--- config.mk ---
export PLATFORM = sky130hd
export DESIGN_NAME = ucd_ctrl
export DESIGN_NICKNAME = d
export VERILOG_FILES = /design/src/design/ucd_pkg.sv /design/src/design/ucd_ctrl.sv
export SDC_FILE = /design/constraint.sdc
export NUM_CORES = 1
export LEC_CHECK = 0
export BUFFER_PORTS_ARGS = -buffer_cell sky130_fd_sc_hd__buf_2
export CORE_AREA = 8 8 45 47
export DETAILED_ROUTE_END_ITERATION = 12
export DIE_AREA = 0 0 53 55
export GPL_ROUTABILITY_DRIVEN = 0
export PLACE_DENSITY = 0.66
export SLEW_MARGIN = 20
export SYNTH_ARGS = -nofsm -noshare
export SYNTH_HDL_FRONTEND = slang
export SYNTH_SLANG_ARGS = --single-unit
--- constraint.sdc ---
create_clock -name clk -period 2.2 [get_ports clk]
set_clock_uncertainty 0.1 [all_clocks]
set_input_delay 0.55 -clock clk [delete_from_list [all_inputs] [get_ports clk]]
set_output_delay 0.55 -clock clk [all_outputs]
set_load 0.1 [all_outputs]
--- src/design/ucd_pkg.sv ---
// ucd_pkg: constants, beat types and controller/datapath interface structs
// for the undirected cycle detector; no dependencies
package ucd_pkg;

  localparam int MaxVertices = 256;
  localparam int MaxEdges    = 1024;
  localparam int VW = $clog2(MaxVertices);
  localparam int EW = $clog2(MaxEdges);
  localparam int CW = VW + 1;

  typedef struct packed {
    logic [7:0] edge_u;
    logic [7:0] edge_v;
    logic       edge_present;
    logic       last_edge;
  } in_beat_t;

  typedef struct packed {
    logic has_cycle;
    logic bad_edge;
  } out_beat_t;

  typedef enum logic [7:0] {
    S_LOAD  = 8'b0000_0001,
    S_CLR   = 8'b0000_0010,
    S_ROOT  = 8'b0000_0100,
    S_FETCH = 8'b0000_1000,
    S_EVAL  = 8'b0001_0000,
    S_POP   = 8'b0010_0000,
    S_DONE  = 8'b0100_0000,
    S_WAIT  = 8'b1000_0000
  } state_t;

  typedef struct packed {
    logic load;
    logic clr;
    logic root;
    logic fetch;
    logic eval;
    logic pop;
    logic finish;
  } cmd_t;

  typedef struct packed {
    logic root_skip;
    logic root_end;
    logic scan_end;
    logic found;
    logic stack_empty;
  } stat_t;

endpackage

--- src/design/ucd_ctrl.sv ---
// ucd_ctrl: sequencer for edge loading and depth-first walk
// depends on ucd_pkg
module ucd_ctrl (
  input  logic           clk,
  input  logic           rst,
  input  logic           start,
  input  logic           last_edge,
  input  ucd_pkg::stat_t stat,
  output ucd_pkg::cmd_t  cmd,
  output logic           busy,
  output logic           done
);
  import ucd_pkg::*;

  state_t state, state_next;

  always_comb begin
    state_next = state;
    cmd = '0;
    done = 1'b0;
    busy = state != S_LOAD;
    unique case (state)
      S_LOAD: begin
        if (start) begin
          cmd.load = 1'b1;
          if (last_edge) state_next = S_CLR;
        end
      end
      S_CLR: begin
        cmd.clr = 1'b1;
        state_next = S_ROOT;
      end
      S_ROOT: begin
        if (stat.root_end) state_next = S_DONE;
        else begin
          cmd.root = 1'b1;
          if (!stat.root_skip) state_next = S_FETCH;
        end
      end
      S_FETCH: begin
        if (stat.found) state_next = S_DONE;
        else if (stat.stack_empty) state_next = S_ROOT;
        else if (stat.scan_end) state_next = S_POP;
        else state_next = S_EVAL;
      end
      S_EVAL: begin
        cmd.eval = 1'b1;
        state_next = S_WAIT;
      end
      S_WAIT: state_next = S_FETCH;
      S_POP: begin
        cmd.pop = 1'b1;
        state_next = S_WAIT;
      end
      S_DONE: begin
        done = 1'b1;
        cmd.finish = 1'b1;
        state_next = S_LOAD;
      end
      default: state_next = S_LOAD;
    endcase
  end

  always_ff @(posedge clk) begin
    if (rst) state <= S_LOAD;
    else state <= state_next;
  end

endmodule

==> results.sh <==
export IMPL_cts_sinks=8
export IMPL_htreeDepth=1
export IMPL_critPathMaxFanout=5
export IMPL_num_io_pins=18
export IMPL_drc=0
export IMPL_synth_seq_cells=8
export IMPL_drive_gt1_frac=0.469
export IMPL_yosysSeqAreaShare=0.298
export IMPL_largest_register_ffs=8
export IMPL_drt_iter0_drc=6
export IMPL_place_area_um2=766
export IMPL_cts_tree="built"
export IMPL_vias_per_cell=5.49
export IMPL_port_buffers=16
export IMPL_end_kind="output port"
export IMPL_synthCells=63
export IMPL_grt_max_degree=9
export IMPL_firstDrtPassIters=3
export IMPL_synth_top_area_cell="dfxtp_1"
export IMPL_rr_startpoint="state[0]$_SDFFE_PP1P_"
export IMPL_post_route_cell_area_um2=811
export IMPL_worst_slack_ns=-0.0189
export IMPL_max_cap_violations=0
export IMPL_top_register="state"
export IMPL_synthTopCellsByArea="dfxtp_1 30%, nor3b_1 5.6%, nor2_1 4.9%, nor4_2 4.7%, nor4_4 4.0%"
export IMPL_num_antenna_cells=0
export IMPL_critPathArrivalTime_ns=1.57
export IMPL_pre_cts_slack_ns=0.132
export IMPL_hp_class="in2reg"
export IMPL_start_kind="flop"
export IMPL_worst_ep_required_time_ns=1.55
export IMPL_dieArea_mm2=0.00292
export IMPL_setup_violations=2
export IMPL_synth_top_area_share=0.298
export IMPL_grt_antenna_before_repair=0
export IMPL_fill_cells=131
export IMPL_clk_pin_slew_ns=0.06
export IMPL_post_drt_wl_per_cell_um=13.8
export IMPL_period_needed_ns=2.22
export IMPL_coreArea_mm2=0.00138
export IMPL_grt_pass1_wl_um=2030
export IMPL_synth_area_per_cell_um2=8.52
export IMPL_ant_nets=0
export IMPL_syn_area_um2=537
export IMPL_grt_use_total=0.0957
export IMPL_top_regs="state (8)"
export IMPL_synth_distinct_cells=32
export IMPL_die_y_um=55
export IMPL_yosysWarnings=0
export IMPL_hold_viol_final=0
export IMPL_synth_nets=72
export IMPL_die_width_um=53
export IMPL_power_leakage_uw=0.000312
export IMPL_period_share=1.01
export IMPL_syn_to_final_growth_pct=51.0
export IMPL_clk_latency_ns=0.25
export IMPL_multi_input_area_um2=379
export IMPL_crit_type="reg2out"
export IMPL_vias=533
export IMPL_clock_fmax_mhz=451
export IMPL_power_density_mw_per_mm2=464
export IMPL_peakVddDrop_mv=0.270
export IMPL_grt_pass1_vias=488
export IMPL_synth_async_reset_ratio=0
export IMPL_run_status="complete, but fails checks"
export IMPL_overflow=0
export IMPL_root_buffer="clkbuf_4"
export IMPL_routed_wirelength_um=1340
export IMPL_hold_buffers=0
export IMPL_slew_viol_final=0
export IMPL_violations="setup timing"
export IMPL_ys_flop_type="dfxtp_1"
export IMPL_synth_edf_count=0
export IMPL_cts_path_max_buffers=2
export IMPL_row_count=14
export IMPL_cts_inserted_buffers=3
export IMPL_worstSetupStartpoint="state[3]$_SDFFE_PP0P_"
export IMPL_hpwl_um=1120
export IMPL_rsz0062_at_grt="true"
export IMPL_start_util=0.388
export IMPL_hp_start="stat[2]"
export IMPL_nNetsFinal=92
export IMPL_register_area_um2=164
==> power by group <==
group          internal, µW  switching [µW]
logic                  35.6            72.6
clock network          62.5            51.4
registers               148            6.01
total                   246             130
==> placed cells by master, fill, tap and decap left out, drive strengths merged <==
master   count
conb         1
mux2         1
o21bai       1
nor2b        2
and4b        1
nor4         4
nand3b       1
nand2b       2
and2         1
nand2        5
a2111o       1
a21oi        2
buf         20
o211ai       1
xnor2        2
nor3b        5
a2bb2oi      1
dfxtp        8
nand4b       1
nor3         4
a31oi        1
nor2         7
inv          2
o31ai        1
clkbuf       3
nor4b        2
nand3        1
==> worst paths after layout <==
kind	end	slack, ns	depth (start not counted)
max reg2reg	state[4]$_SDFFE_PP0P_	0.57	5
min	state[4]$_SDFFE_PP0P_	0.35	2
max	cmd[6]	-0.02	4
min reg2reg	state[3]$_SDFFE_PP0P_	0.40	1
==> Yosys cell counts (2+ instances only) <==
cell,count
inv_1,2
nor2_1,7
nor4b_1,2
nor2b_1,2
nor3_1,4
nor3b_1,4
dfxtp_1,8
buf_4,2
a21oi_1,2
nand2b_1,2
nand2_1,5
nor4_2,2
xnor2_1,2
==> cell families after synthesis <==
kind of cell / count (synthesis) / share of synthesized area
and+or+nand+nor: 36 / 0.450
DFF: 8 / 0.298
other: 1 / 0.00699
muxes: 1 / 0.0210
xor gates and xnor gates: 2 / 0.0326
buffers and inverters: 7 / 0.0816
AOI/OAI and AO/OA: 8 / 0.110
==> per-layer routing <==
metal	wire, µm	track usage	share of wire
met5	0	0	0
met4	48	0.0776	0.036
met1	534	0.0976	0.40
met2	654	0.166	0.49
met3	97	0.0214	0.073
==> worst max-delay path: stages (launching register included) <==
cell and delay, ns:
dfxtp_2 0.33, nor4_4 0.36, nand4b_1 0.27, nor2_4 0.17, buf_12 0.18
==> what timing repair did <==
action | CTS | global route
resized for setup | 5 | 1
pin swaps | 3 | 3
gates cloned | 0 | 0
setup endpoints to repair | 5 | 8
buffers inserted | 1 | 0
==> area by class of cell <==
class                   count  share of cell area
well taps                  16              0.0247
inverters                   2             0.00926
flip-flops and latches      8               0.202
repair buffers             20               0.269
clock buffers               3              0.0278
multi-input cells          48               0.468
==> metrics by stage <==
stage	power (µW)	std cells	TNS (ns)	utilization	hold slack [ns]
after detailed placement	262	93	0	0.553	0.426
after CTS	378	97	-0.0665	0.585	0.352
final	376	97	-0.0353	0.586	0.351
after floorplan	232	63	-2.57	-	0.381
after global placement	260	93	0	0.553	0.419
after global routing	391	97	-0.422	0.586	0.375
No activity file was read; power rests on OpenSTA's default activity.
